$ cat src/rtl/core/pwl_pkg.sv
// Package: shared constants and types for the piecewise linear evaluator.
package pwl_pkg;

    localparam int MAX_POINTS_DEF    = 16;
    localparam int FRACTION_BITS_DEF = 16;
    localparam int DATA_W            = 32;
    localparam int CNT_W             = 5;
    localparam int IDX_W             = 4;

    typedef enum logic [1:0] {
        CMD_WRITE = 2'd0,
        CMD_VALUE = 2'd1,
        CMD_SLOPE = 2'd2,
        CMD_NONE  = 2'd3
    } cmd_t;

    typedef enum logic [1:0] {
        ST_OK    = 2'd0,
        ST_EMPTY = 2'd1,
        ST_ZERO  = 2'd2
    } status_t;

    typedef enum logic [2:0] {
        S_IDLE,
        S_SCAN,
        S_PREV,
        S_MUL,
        S_DIV,
        S_DONE
    } state_t;

    // Request from the controller to the divider.
    typedef struct packed {
        logic        start;
        logic [63:0] dividend;
        logic [33:0] divisor;
    } div_req_t;

    typedef struct packed {
        logic        busy;
        logic        done;
        logic [63:0] quotient;
    } div_rsp_t;

endpackage

$ cat src/rtl/core/pwl_div.sv
// Module: unsigned restoring divider, one quotient bit per cycle.
module pwl_div
(
    input  logic               clk,
    input  logic               rst_n,
    input  pwl_pkg::div_req_t  req,
    output pwl_pkg::div_rsp_t  rsp
);

    logic [63:0] quo_reg, quo_next;
    logic [34:0] rem_reg, rem_next;
    logic [33:0] dvs_reg, dvs_next;
    logic [6:0]  cnt_reg, cnt_next;
    logic        busy_reg, busy_next;
    logic        done_reg, done_next;
    logic [34:0] trial;
    logic [34:0] diff;

    // Shift one dividend bit into the remainder and try a subtract.
    always_comb
    begin
        quo_next  = quo_reg;
        rem_next  = rem_reg;
        dvs_next  = dvs_reg;
        cnt_next  = cnt_reg;
        busy_next = busy_reg;
        done_next = 1'b0;
        trial     = {rem_reg[33:0], quo_reg[63]};
        diff      = trial - {1'b0, dvs_reg};
        if (req.start)
        begin
            quo_next  = req.dividend;
            rem_next  = '0;
            dvs_next  = req.divisor;
            cnt_next  = 7'd0;
            busy_next = 1'b1;
        end
        else if (busy_reg)
        begin
            if (!diff[34])
            begin
                rem_next = diff;
                quo_next = {quo_reg[62:0], 1'b1};
            end
            else
            begin
                rem_next = trial;
                quo_next = {quo_reg[62:0], 1'b0};
            end
            cnt_next = cnt_reg + 7'd1;
            if (cnt_reg == 7'd63)
            begin
                busy_next = 1'b0;
                done_next = 1'b1;
            end
        end
    end

    always_ff @(posedge clk or negedge rst_n)
    begin
        if (!rst_n)
        begin
            busy_reg <= 1'b0;
            done_reg <= 1'b0;
            cnt_reg  <= '0;
        end
        else
        begin
            busy_reg <= busy_next;
            done_reg <= done_next;
            cnt_reg  <= cnt_next;
        end
    end

    always_ff @(posedge clk)
    begin
        quo_reg <= quo_next;
        rem_reg <= rem_next;
        dvs_reg <= dvs_next;
    end

    assign rsp.busy     = busy_reg;
    assign rsp.done     = done_reg;
    assign rsp.quotient = quo_reg;

    a_done_idle: assert property (@(posedge clk) disable iff (!rst_n)
        done_reg |-> !busy_reg)
        else $error("divider done while busy");
    a_done_after_busy: assert property (@(posedge clk) disable iff (!rst_n)
        done_reg |-> $past(busy_reg))
        else $error("divider done without run");
    a_busy_count: assert property (@(posedge clk) disable iff (!rst_n)
        (busy_reg && !req.start && cnt_reg == 7'd63) |=> done_reg)
        else $error("divider missed its last step");

endmodule

$ cat config.mk
export PLATFORM = sky130hd
export DESIGN_NAME = pwl_div
export DESIGN_NICKNAME = d
export VERILOG_FILES = /design/src/rtl/core/pwl_pkg.sv /design/src/rtl/core/pwl_div.sv
export SDC_FILE = /design/constraint.sdc
export NUM_CORES = 1
export LEC_CHECK = 0
export ABC_AREA = 1
export BUFFER_PORTS_ARGS = -buffer_cell sky130_fd_sc_hd__buf_4
export CAP_MARGIN = 20
export CORE_MARGIN = 3
export CORE_UTILIZATION = 50
export DETAILED_ROUTE_END_ITERATION = 16
export PLACE_DENSITY = 0.76
export SYNTH_ARGS = -nofsm -noshare
export SYNTH_HDL_FRONTEND = slang
export SYNTH_SLANG_ARGS = --single-unit
$ cat constraint.sdc
create_clock -name clk -period 2.5 [get_ports clk]
set_input_delay 0.25 -clock clk [delete_from_list [all_inputs] [get_ports clk]]
set_output_delay 0.25 -clock clk [all_outputs]
set_load 0.005 [all_outputs]
## After elaboration in Yosys (flattened, before gate mapping)

Index checks and enable logic that the tools add are counted.

| operators by class | value |
|---|---|
| $add $sub $neg | 2 |
| equal/unequal tests | 1 |
| muxes and demuxes | 12 |
| reduce and logical (&&, ||, !) cells | 1 |

Operators with widths:

| kind | count |
|---|---|
| $mux W64 | 2 |
| $sub A35 B34 Y35 | 1 |
| $mux W34 | 1 |
| $mux W7 | 2 |
| $add A7 B1 Y7 const B | 1 |
| $eq A7 B6 Y1 const B | 1 |
| $mux W1 | 7 |
| $reduce_bool A2 Y1 | 1 |

| storage, ports and cells | value |
|---|---|
| register bits after elaboration | 141 |
| bits of input ports | 101 |
| output and inout port bits | 66 |
| logic and storage cells | 22 |

## Logic depth before layout (Yosys ltp)

Gate-level depths: netlist (run 1).

| logic depth | value |
|---|---|
| depth after elaboration | 4 |
| mapped depth | 18 |
| depth with buffers taken out | 18 |

## Worst setup path before layout (run 1)

Ideal clock, no wire load.

| path | value |
|---|---|
| path type | in2reg |
| from | input port req[98] (netlist name) |
| to | register quo_reg[0] (enable) |
| setup time | 0.418 ns |
| arrival | 2.119 ns |
| data required time | 2.082 ns |
| path slack | -0.037 ns |
| stages | 4 |
| buffers on the path | 2 |
| cell sequence | clkbuf_1 > nor2_1 > clkbuf_1 > inv_1 |

| on the way | value |
|---|---|
| longest elaborated chain between the ends | 1 |

Ends and longest elaborated chain:

| element | RTL line | RTL |
|---|---|---|
| from (decl) | pwl_div.sv:6 | `input pwl_pkg::div_req_t req,` |
| $reduce_bool A2 Y1 (no line) | -- |  |
| to (signal assigned) | pwl_div.sv:77 | `quo_reg <= quo_next;` |
| to (decl) | pwl_div.sv:10 | `logic [63:0] quo_reg, quo_next;` |

No other way between the ends.
A chain may end at the register's enable or synchronous reset.

## Final worst setup path (run 1)

| path | value |
|---|---|
| from | register quo_reg[63] |
| to | register rem_reg[18] |

| on the way | value |
|---|---|
| longest elaborated chain between the ends | 2 |

Ends and longest elaborated chain:

| element | RTL line | RTL |
|---|---|---|
| $sub A35 B34 Y35 | pwl_div.sv:29 | `diff = trial - {1'b0, dvs_reg};` |
| $mux W34 | pwl_div.sv:40 | `if (!diff[34])` |
| to (signal assigned) | pwl_div.sv:78 | `rem_reg <= rem_next;` |
| to (decl) | pwl_div.sv:11 | `logic [34:0] rem_reg, rem_next;` |

No other way between the ends.

==> metrics.md, run 1 <==
| Metric | Value |
|---|---|
| Final period util | `0.966` |
| # fillers | `~1400` |
| Worst clock skew | `around 0.012 ns` |
| GR Util met2 | `0.420` |
| Yosys Warn Count | `0` |
| Fin. Hold Viols | `0` |
| DR vias/cell | `4.95` |
| R2R Path Start | `quo_reg[63]` |
| Die Ht | `around 140 um` |
| Syn Area/Cell | `7.28 um2` |
| Met1 Use GR | `0.306` |
| Crit path launch | `quo_reg[63]` |
| Ys async rst share | `0.0638` |
| Worst r2r dst | `rem_reg[18]` |
| Worst-path clk slew | `about 0.070 ns` |
| CP Data Arrival Time | `around 2.7 ns` |
| Synthesized area | `~8500 um2` |
| Grt peak-use layer | `met2` |
| Worst-Margin Slew | `0.565 ns` |
| Width of the chip | `about 140 um` |
| Startpoint Class | `register` |
| Pins Over Slew Limit | `0` |
| Dominant synthesized flop cell | `edfxtp_1` |
| Hold_sp | `req[60]` |
| Post-route ant nets | `0` |
| RSZ-0062 raised after global routing | `true` |
| Worst Setup End Kind | `register` |
| CP Class | `reg2reg` |
| Hold_ws | `about 0.08 ns` |
| Area delta synth->final | `29.9%` |
| DRC violations left | `0` |
| Sequential share of the synthesized area | `0.454` |
| Largest net degree at the start of global routing | `65` |
| Worst path required time | `~2.8 ns` |
| Synth unique cells | `39` |
| Setup violations, final | `0` |
| Initial Util | `0.522` |
| Fin area | `approximately 11000 um2` |
| Final Util | `0.678` |
| End of the critical path | `rem_reg[18]` |
| Pwr Density | `831 nW/um2` |
| Peak supply drop | `between 500 and 600 uV` |
| Reg2Reg Depth | `16` |
| Drt pass-1 iters | `5` |
| Slew margin rel. | `0.623` |
| Largest register FFs | `64` |
| Antenna violations before repair | `0` |
| Gp weighted congestion | `around 1.0` |
| R2R setup slack | `about 0.084 ns` |
| Placed inst area | `approximately 10000 um2` |
| Mapped Cells | `roughly 1200` |
| Leak | `between 0.005 and 0.006 uW` |
| Yosys reg bits | `~140` |
| Wirelength per Cell | `about 14 um` |
| Clock tree root driver cell | `clkbuf_16` |
| Antenna Cells | `0` |
| Status | `completed` |
| Share of cells above drive strength 1 | `0.180` |
| Mapped Nets | `1301` |
| Total gr overflow | `0` |
| Hold Crit Class | `in2reg` |
| Core area | `16200 um2` |
| First-pass GRT wire length | `approximately 37000 um` |
| Die Area | `~19000 um2` |
| H-tree Lvls | `4` |
| IO Pins | `about 170` |
| Number of global-route vias before repair | `7769` |
| Minimum clock period after layout | `2.42 ns` |
| Global routing met3 resource utilization | `0.0799` |
| CTS max path bufs | `2` |
| Routed WL | `roughly 23000 um` |
| Drt initial violations | `about 520` |
| Nets | `1510` |
| Buffers on Ports | `166` |
| Max-cap violations | `0` |
| FMAX | `approximately 410 MHz` |
| CTS tree | `done` |
| # rows | `46` |
| TritonCTS buffer count | `17` |
| Clock Sinks | `141` |
| GRT Util Overall | `0.249` |
| Detailed Place HPWL | `between 15000 and 20000 um` |
| Routed via count | `7926` |
| Number of synthesized flops with an enable pin | `98` |
| Clk Latency, worst-skew pair | `approximately 0.43 ns` |
| CP Max Fanout | `15` |
==> final cells by class <==
class                   instances  area (um2)  share of cell area
clock buffers                  18         429              0.0390
inverters                     188         709              0.0644
well taps                     216         270              0.0245
flip-flops and latches        141        3850               0.350
multi-input cells             807        3820               0.347
clock inverters                14         125              0.0114
repair buffers                218        1800               0.164
==> critical path, cell delays in order (launching register included) <==
cell	delay [ns]
edfxtp_1	0.35
inv_1	0.06
ha_2	0.21
fa_2	0.40
inv_2	0.08
nand3_2	0.10
nand3_2	0.14
nand2_1	0.08
nand2_2	0.10
nand2_4	0.09
nand2_2	0.11
nand2_2	0.07
nand2_4	0.13
buf_12	0.15
nand2_1	0.07
nand3_1	0.10
nand2_1	0.06
==> synthesized netlist by cell type (3+ instances only) <==
cell type | n | area, um2
nand3_1 | 60 | 300
inv_2 | 4 | 15.0
buf_4 | 3 | 22.5
o21ai_0 | 21 | 105
a21oi_2 | 4 | 35.0
edfxtp_1 | 98 | 2940
xnor2_1 | 14 | 123
nand4_1 | 10 | 62.6
nor3_1 | 5 | 25.0
nand2_1 | 526 | 1970
a21oi_1 | 30 | 150
nand2_2 | 8 | 50.1
ha_1 | 35 | 438
dfrtp_1 | 9 | 225
o21bai_1 | 4 | 30.0
buf_6 | 5 | 56.3
clkbuf_1 | 19 | 71.3
xor2_1 | 5 | 43.8
dfxtp_1 | 34 | 681
nor2_1 | 63 | 236
inv_1 | 183 | 687
==> worst min path at each step <==
stage                             end  slack [ns]  cells past startpoint
final                     quo_reg[26]        0.08                      3
after global routing      quo_reg[26]        0.07                      3
after CTS                 quo_reg[25]        0.06                      3
after detailed placement   cnt_reg[3]        0.09                      1
after global placement       done_reg        0.08                      1
after floorplan              busy_reg       -0.05                      0
==> routing by layer <==
layer / up-vias / routed length, um
met5: - / 0
met2: 288 / 10900
met4: 0 / 363
met1: 3583 / 9740
li1: 4021 / -
met3: 34 / 1970
==> report_power, final <==
group	internal (uW)	switching [uW]	leakage [uW]	total, uW
Clock	1310	1100	0.000278	2410
Sequential	2850	235	0.00143	3090
Combinational	1460	2200	0.00423	3650
==> kinds of logic after synthesis <==
family	count (synthesis)	share of synthesized area
AND/OR/NAND/NOR	683	0.324
buffers and inverters	217	0.102
flip-flops	141	0.454
AO/OA/AOI/OAI	68	0.0462
adder cells (fa/ha/maj)	36	0.0540
XOR/XNOR	19	0.0196
==> repair_timing <==
item                                   4_1_cts  5_1_grt
cloned                                       0        2
buffers inserted                             0        2
setup endpoints to repair                    3       35
hold buffers                                35        0
endpoints found under the hold margin       43        0
gates resized for setup                      1       14
pin swaps                                    0        5
==> layout by cell type, fill, tap and decap left out, types with 4 or more instances in the layout <==
master,instances
nand2_4,4
xnor2_1,14
nor3_1,5
nor2_1,61
nand4_1,10
o21ai_0,20
nand3_1,58
nand2_2,6
o21bai_1,4
inv_8,4
dfxtp_1,34
nand2_1,526
buf_4,177
a21oi_2,5
edfxtp_1,98
a21oi_1,29
buf_12,5
xor2_1,5
ha_1,34
inv_6,5
clkbuf_16,18
inv_1,180
dfrtp_1,9
dlygate4sd3_1,35
inv_2,6
==> stage by stage <==
step	power, uW	setup slack (ns)	instances	setup TNS (ns)
final	9150	0.0842	1602	0
after detailed placement	6440	0.00128	1531	0
after CTS	8950	0.0368	1598	0
after global placement	6400	0.0658	1531	0
after global routing	9780	-0.0127	1602	-0.0471
after floorplan	5510	0.139	1164	0
No activity file was read; power rests on OpenSTA's default activity.
==> run 2, diff against run 1 <==
--- a/config.mk
+++ b/config.mk
@@ -8,10 +8,12 @@
 export ABC_AREA = 1
 export BUFFER_PORTS_ARGS = -buffer_cell sky130_fd_sc_hd__buf_4
 export CAP_MARGIN = 20
+export CORE_ASPECT_RATIO = 2
 export CORE_MARGIN = 3
-export CORE_UTILIZATION = 50
+export CORE_UTILIZATION = 51
 export DETAILED_ROUTE_END_ITERATION = 16
-export PLACE_DENSITY = 0.76
+export HOLD_SLACK_MARGIN = 0.08
+export PLACE_DENSITY = 0.78
 export SYNTH_ARGS = -nofsm -noshare
 export SYNTH_HDL_FRONTEND = slang
 export SYNTH_SLANG_ARGS = --single-unit
==> run 2 against run 1 <==
Cell count up 0.56%. Die area down 1.4%. Clock skew down 0.0057 ns. Cell area up 1.6%. Highest routed layer unchanged. Clock power up 3%.
==> metrics.md, run 2 (synthesized netlist as in run 1, its figures left out) <==
| Metric | Value |
|---|---|
| Antenna violations before repair | `0` |
| Share of cells above drive strength 1 | `0.183` |
| Wirelength per Cell | `roughly 15 um` |
| Leak | `approximately 0.0060 uW` |
| Peak supply drop | `between 500 and 600 uV` |
| CTS max path bufs | `2` |
| Setup violations, final | `0` |
| CP Max Fanout | `4` |
| Worst-path clk slew | `0.06 ns` |
| Most common cell after layout, fill and taps aside | `nand2_1` |
| Core area | `16300 um2` |
| Hold_ws | `around 0.093 ns` |
| Setup total negative slack | `0 ns` |
| Largest register FFs | `64` |
| Status | `completed` |
| Fin area | `approximately 11000 um2` |
| Clock Sinks | `approximately 140` |
| Gp weighted congestion | `approximately 0.98` |
| Final period util | `0.953` |
| CP Class | `reg2reg` |
| First-pass GRT wire length | `approximately 40000 um` |
| Slew margin rel. | `0.615` |
| Largest net degree at the start of global routing | `62` |
| Max-cap violations | `0` |
| Clock tree root driver cell | `clkbuf_16` |
| Most frequent cells in the layout | `nand2_1, buf_4, inv_1, edfxtp_1, nor2_1` |
| Routed via count | `roughly 8000` |
| Minimum clock period after layout | `2.38 ns` |
| Detailed Place HPWL | `roughly 19000 um` |
| CTS tree | `done` |
| Drt initial violations | `~410` |
| Worst clock skew | `between 0.005 and 0.006 ns` |
| Pins Over Slew Limit | `0` |
| DRC violations left | `0` |
| Worst Setup End Kind | `register` |
| Antenna Cells | `0` |
| Die Ht | `roughly 190 um` |
| Width of the chip | `97.2 um` |
| # fillers | `between 1000 and 1500` |
| Finished Layout Cells | `approximately 1600` |
| Die Area | `approximately 18000 um2` |
| GRT Util Overall | `0.275` |
| Place WS | `0.0886 ns` |
| Clk Latency, worst-skew pair | `~0.42 ns` |
| Placed cells | `between 1500 and 2000` |
| CP Data Arrival Time | `roughly 2.7 ns` |
| Number of global-route vias before repair | `roughly 8400` |
| Initial Util | `0.521` |
| IO Pins | `around 170` |
| Drt pass-1 iters | `5` |
| Placed inst area | `roughly 10000 um2` |
| Routed WL | `24900 um` |
| Fin. Hold Viols | `0` |
| FMAX | `between 400 and 500 MHz` |
| Nets | `around 1500` |
| Fin worst setup slack | `roughly 0.12 ns` |
| H-tree Lvls | `4` |
| Area delta synth->final | `32.0%` |
| TritonCTS buffer count | `17` |
| # rows | `between 60 and 70` |
| Worst path required time | `2.82 ns` |
| Startpoint Class | `register` |
| Buffers on Ports | `~170` |
| Pwr Density | `around 850 nW/um2` |
| Worst-Margin Slew | `0.577 ns` |
| DR vias/cell | `5.07` |
| Total gr overflow | `0` |
| Post-route ant nets | `0` |
| Hold Crit Class | `in2reg` |
[run 2: what timing repair did]
action	4_1_cts	5_1_grt
resized for setup	0	9
setup endpoints to repair	0	35
hold buffers	45	0
hold endpoints to repair	53	0
setup buffers	0	2
[run 2: critical path: stages, from the launching register on]
cell      delay, ns
edfxtp_1       0.33
inv_1          0.04
ha_1           0.35
nand2_1        0.14
inv_1          0.06
a21oi_1        0.27
nand2_1        0.21
nand2_1        0.11
o211ai_1       0.21
nand2_1        0.20
nand3_1        0.10
nand2_1        0.09
nand2_1        0.05
nand3_1        0.06
nand2_1        0.05
[run 2: per-layer routing]
metal | GRT usage | wire length [um] | vias to the layer above
met5 | 0 | 0 | -
met4 | 0.174 | 1540 | 0
met3 | 0.0608 | 1450 | 98
met2 | 0.535 | 13700 | 313
met1 | 0.249 | 8280 | 3697
li1 | - | - | 4063
[run 2: worst paths after layout]
check	from	endpoint	slack, ns	cells after the start
min in group asynchronous	rst_n	cnt_reg[4]	0.20	2
max reg2reg	dvs_reg[6]	rem_reg[31]	0.12	14
min	req[77]	quo_reg[43]	0.09	3
max in group asynchronous	rst_n	cnt_reg[0]	2.16	2
min reg2reg	rem_reg[5]	rem_reg[5]	0.47	2
max	dvs_reg[6]	rem_reg[31]	0.12	14
[run 2: layout make-up]
class                           instances  area [um2]  area share
Clock buffer                           18         429      0.0384
Clock inverter                         14         143      0.0128
Inverter                              188         709      0.0634
Multi-Input combinational cell        806        3800       0.340
Sequential cell                       141        3850       0.344
Tap cell                              204         255      0.0228
Timing Repair Buffer                  240        2000       0.179
[run 2: report_power, final]
group          switching (uW)  total, uW  internal [uW]
sequential                231       3080           2850
combinational            2310       3890           1570
clock                    1030       2490           1470
total                    3570       9470           5890
[run 2: per-stage QoR]
step | total power [uW] | utilization
2_1_floorplan | 5510 | -
3_3_place_gp | 6820 | 0.622
3_5_place_dp | 6860 | 0.622
4_1_cts | 9440 | 0.685
5_1_grt | 10100 | 0.688
6_report | 9470 | 0.688
==> run 3, diff against run 2 <==
--- a/config.mk
+++ b/config.mk
@@ -8,12 +8,14 @@
 export ABC_AREA = 1
 export BUFFER_PORTS_ARGS = -buffer_cell sky130_fd_sc_hd__buf_4
 export CAP_MARGIN = 20
+export CELL_PAD_IN_SITES_DETAIL_PLACEMENT = 1
+export CELL_PAD_IN_SITES_GLOBAL_PLACEMENT = 1
 export CORE_ASPECT_RATIO = 2
 export CORE_MARGIN = 3
-export CORE_UTILIZATION = 51
+export CORE_UTILIZATION = 36
 export DETAILED_ROUTE_END_ITERATION = 16
 export HOLD_SLACK_MARGIN = 0.08
-export PLACE_DENSITY = 0.78
+export PLACE_DENSITY_LB_ADDON = 0.1
 export SYNTH_ARGS = -nofsm -noshare
 export SYNTH_HDL_FRONTEND = slang
 export SYNTH_SLANG_ARGS = --single-unit
==> run 3 against run 2 <==
Cell area grew 6.3%. Cell count grew 8.7%. Fmax grew 2.0%. First-iteration DRC count shrank 34%. Non-clock buffer count grew 65. Global-route usage shrank 3.2 points. Setup slack gained 0.047 ns. Largest cell class unchanged. Highest routed layer unchanged.
==> metrics.md, run 3 (synthesized netlist as in run 1, its figures left out) <==
| Metric | Value |
|---|---|
| Status | `completed` |
| Most common cell after layout, fill and taps aside | `nand2_1` |
| TritonCTS buffer count | `17` |
| R2R Path Start | `dvs_reg[8]` |
| Drt pass-1 iters | `4` |
| Detailed Place HPWL | `between 20000 and 25000 um` |
| # fillers | `approximately 2900` |
| Sequential power share | `0.321` |
| Largest net degree at the start of global routing | `45` |
| Share of cells above drive strength 1 | `0.184` |
| Post-route ant nets | `0` |
| DRC violations left | `0` |
| Worst Setup End Kind | `register` |
| CP Data Arrival Time | `around 2.7 ns` |
| Minimum clock period after layout | `2.34 ns` |
| Sw Pwr | `3720 uW` |
| Clk Latency, worst-skew pair | `between 0.4 and 0.5 ns` |
| Die Ht | `between 200 and 250 um` |
| Total gr overflow | `0` |
| Initial Util | `0.370` |
| Nets | `around 1600` |
| CP Cell Sequence | `inv_1 > ha_2 > nand2_2 > inv_2 > a21oi_4 > nand3_4 > nand2_1 > nand2_4 > nand2_2 > nand3_1 > nand2_4 > buf_12 > nand2_1 > nand3_1 > nand2_1` |
| Worst path top cell family by delay | `simple AND/OR/NAND/NOR gates` |
| CTS max path bufs | `2` |
| Worst clock skew | `approximately 0.0076 ns` |
| Int Power | `between 5000 and 6000 uW` |
| Power Total | `between 9000 and 10000 uW` |
| Finished Layout Cells | `between 1500 and 2000` |
| GRT Util Overall | `0.243` |
| Core area | `22900 um2` |
| Wirelength per Cell | `around 17 um` |
| IO Pins | `167` |
| Worst r2r dst | `rem_reg[32]` |
| Buffers on Ports | `166` |
| Clock Sinks | `141` |
| Peak supply drop | `between 500 and 600 uV` |
| RSZ-0062 raised after global routing | `true` |
| Largest register FFs | `64` |
| Place WS | `0.0321 ns` |
| Startpoint Class | `register` |
| CP Max Fanout | `12` |
| Die Area | `25500 um2` |
| Final period util | `0.934` |
| Routed WL | `slightly below 30000 um` |
| Hold Crit Class | `in2reg` |
| Fin. Hold Viols | `0` |
| Antenna Cells | `0` |
| Leak | `between 0.006 and 0.007 uW` |
| Placed cells | `around 1600` |
| FMAX | `~430 MHz` |
| Drt initial violations | `roughly 270` |
| Hold_ws | `around 0.11 ns` |
| Max incr delay on CP | `around 0.35 ns` |
| CP most frequent cell | `nand2_1` |
| Worst-Margin Slew | `0.519 ns` |
| Clock power frac | `0.249` |
| Width of the chip | `114 um` |
| Worst-path clk slew | `about 0.060 ns` |
| Fin worst setup slack | `roughly 0.16 ns` |
| Antenna violations before repair | `0` |
| Setup violations, final | `0` |
| Worst path required time | `2.84 ns` |
| CP Class | `reg2reg` |
| R2R setup slack | `around 0.16 ns` |
| CTS tree | `done` |
| Most frequent cells in the layout | `nand2_1, buf_4, inv_1, edfxtp_1, dlygate4sd3_1` |
| First-pass GRT wire length | `between 40000 and 50000 um` |
| Combinational fraction of design power | `0.431` |
| WHS Endpoint | `quo_reg[63]` |
| Routed via count | `about 8500` |
| H-tree Lvls | `4` |
| Number of global-route vias before repair | `9475` |
| Gp weighted congestion | `0.913` |
| Pwr Density | `809 nW/um2` |
| CP max-delay cell | `edfxtp_1` |
| Pins Over Slew Limit | `0` |
| Slew margin rel. | `0.653` |
| Critical path buffer and inverter count | `3` |
| Hold_sp | `req[97]` |
| Area delta synth->final | `40.4%` |
| Reg2Reg Depth | `15` |
| Clock tree root driver cell | `clkbuf_16` |
| Sw Ratio | `0.386` |
| # rows | `approximately 80` |
| DR vias/cell | `4.85` |
| Max-cap violations | `0` |
| Hold Crit Depth | `3` |
-- run 3: power by group through the flow --
stage	clock network, uW	registers [uW]	logic, uW
2_1_floorplan	0	3070	2440
3_3_place_gp	0	3120	3930
3_5_place_dp	0	3120	4020
4_1_cts	2470	3080	4160
5_1_grt	2550	3130	4660
6_report	2390	3090	4150
-- run 3: what timing repair did --
action	in CTS	in global routing
endpoints found under the hold margin	105	0
setup buffers	0	1
hold buffers	97	0
gates resized for setup	0	14
setup endpoints to repair	0	35
-- run 3: area by class of cell --
type | instances | area, um2 | share of cell area
Timing Repair Buffer | 305 | 2650 | 0.222
Inverter | 188 | 709 | 0.0596
Sequential cell | 141 | 3850 | 0.324
Clock inverter | 12 | 97.6 | 0.00820
Multi-Input combinational cell | 806 | 3810 | 0.320
Clock buffer | 19 | 433 | 0.0364
Tap cell | 280 | 350 | 0.0295
-- run 3: tightest hold or removal path: stages --
cell and delay (ns):
buf_4 0.08, nand2_1 0.04, nand2_1 0.07
-- run 3: routing by layer --
layer  track usage  wire length (um)  share of wire  vias up
met3        0.0508              1200          0.041       60
met1         0.228             10000           0.34     4040
met5             0                 0              0        -
met2         0.472             16900           0.57      191
met4         0.126              1380          0.047        0
li1              -                 -              -     4196
-- run 3: how the worst max path moves through the flow --
stage	slack, ns	to	start	cells past startpoint
2_1_floorplan	0.14	quo_reg[0]	busy_reg	3
3_3_place_gp	0.06	rem_reg[24]	dvs_reg[8]	15
6_report	0.16	rem_reg[32]	dvs_reg[8]	15
4_1_cts	0.005	rem_reg[24]	quo_reg[63]	16
3_5_place_dp	0.03	rem_reg[24]	quo_reg[63]	16
5_1_grt	-0.01	rem_reg[16]	dvs_reg[3]	17
-- run 3: stage by stage --
stage / utilization / instance area, um2 / TNS [ns]
after floorplan: - / 8480 / 0
after global placement: 0.451 / 10300 / 0
after detailed placement: 0.451 / 10300 / 0
after CTS: 0.516 / 11800 / 0
after global routing: 0.519 / 11900 / -0.0111
final: 0.519 / 11900 / 0
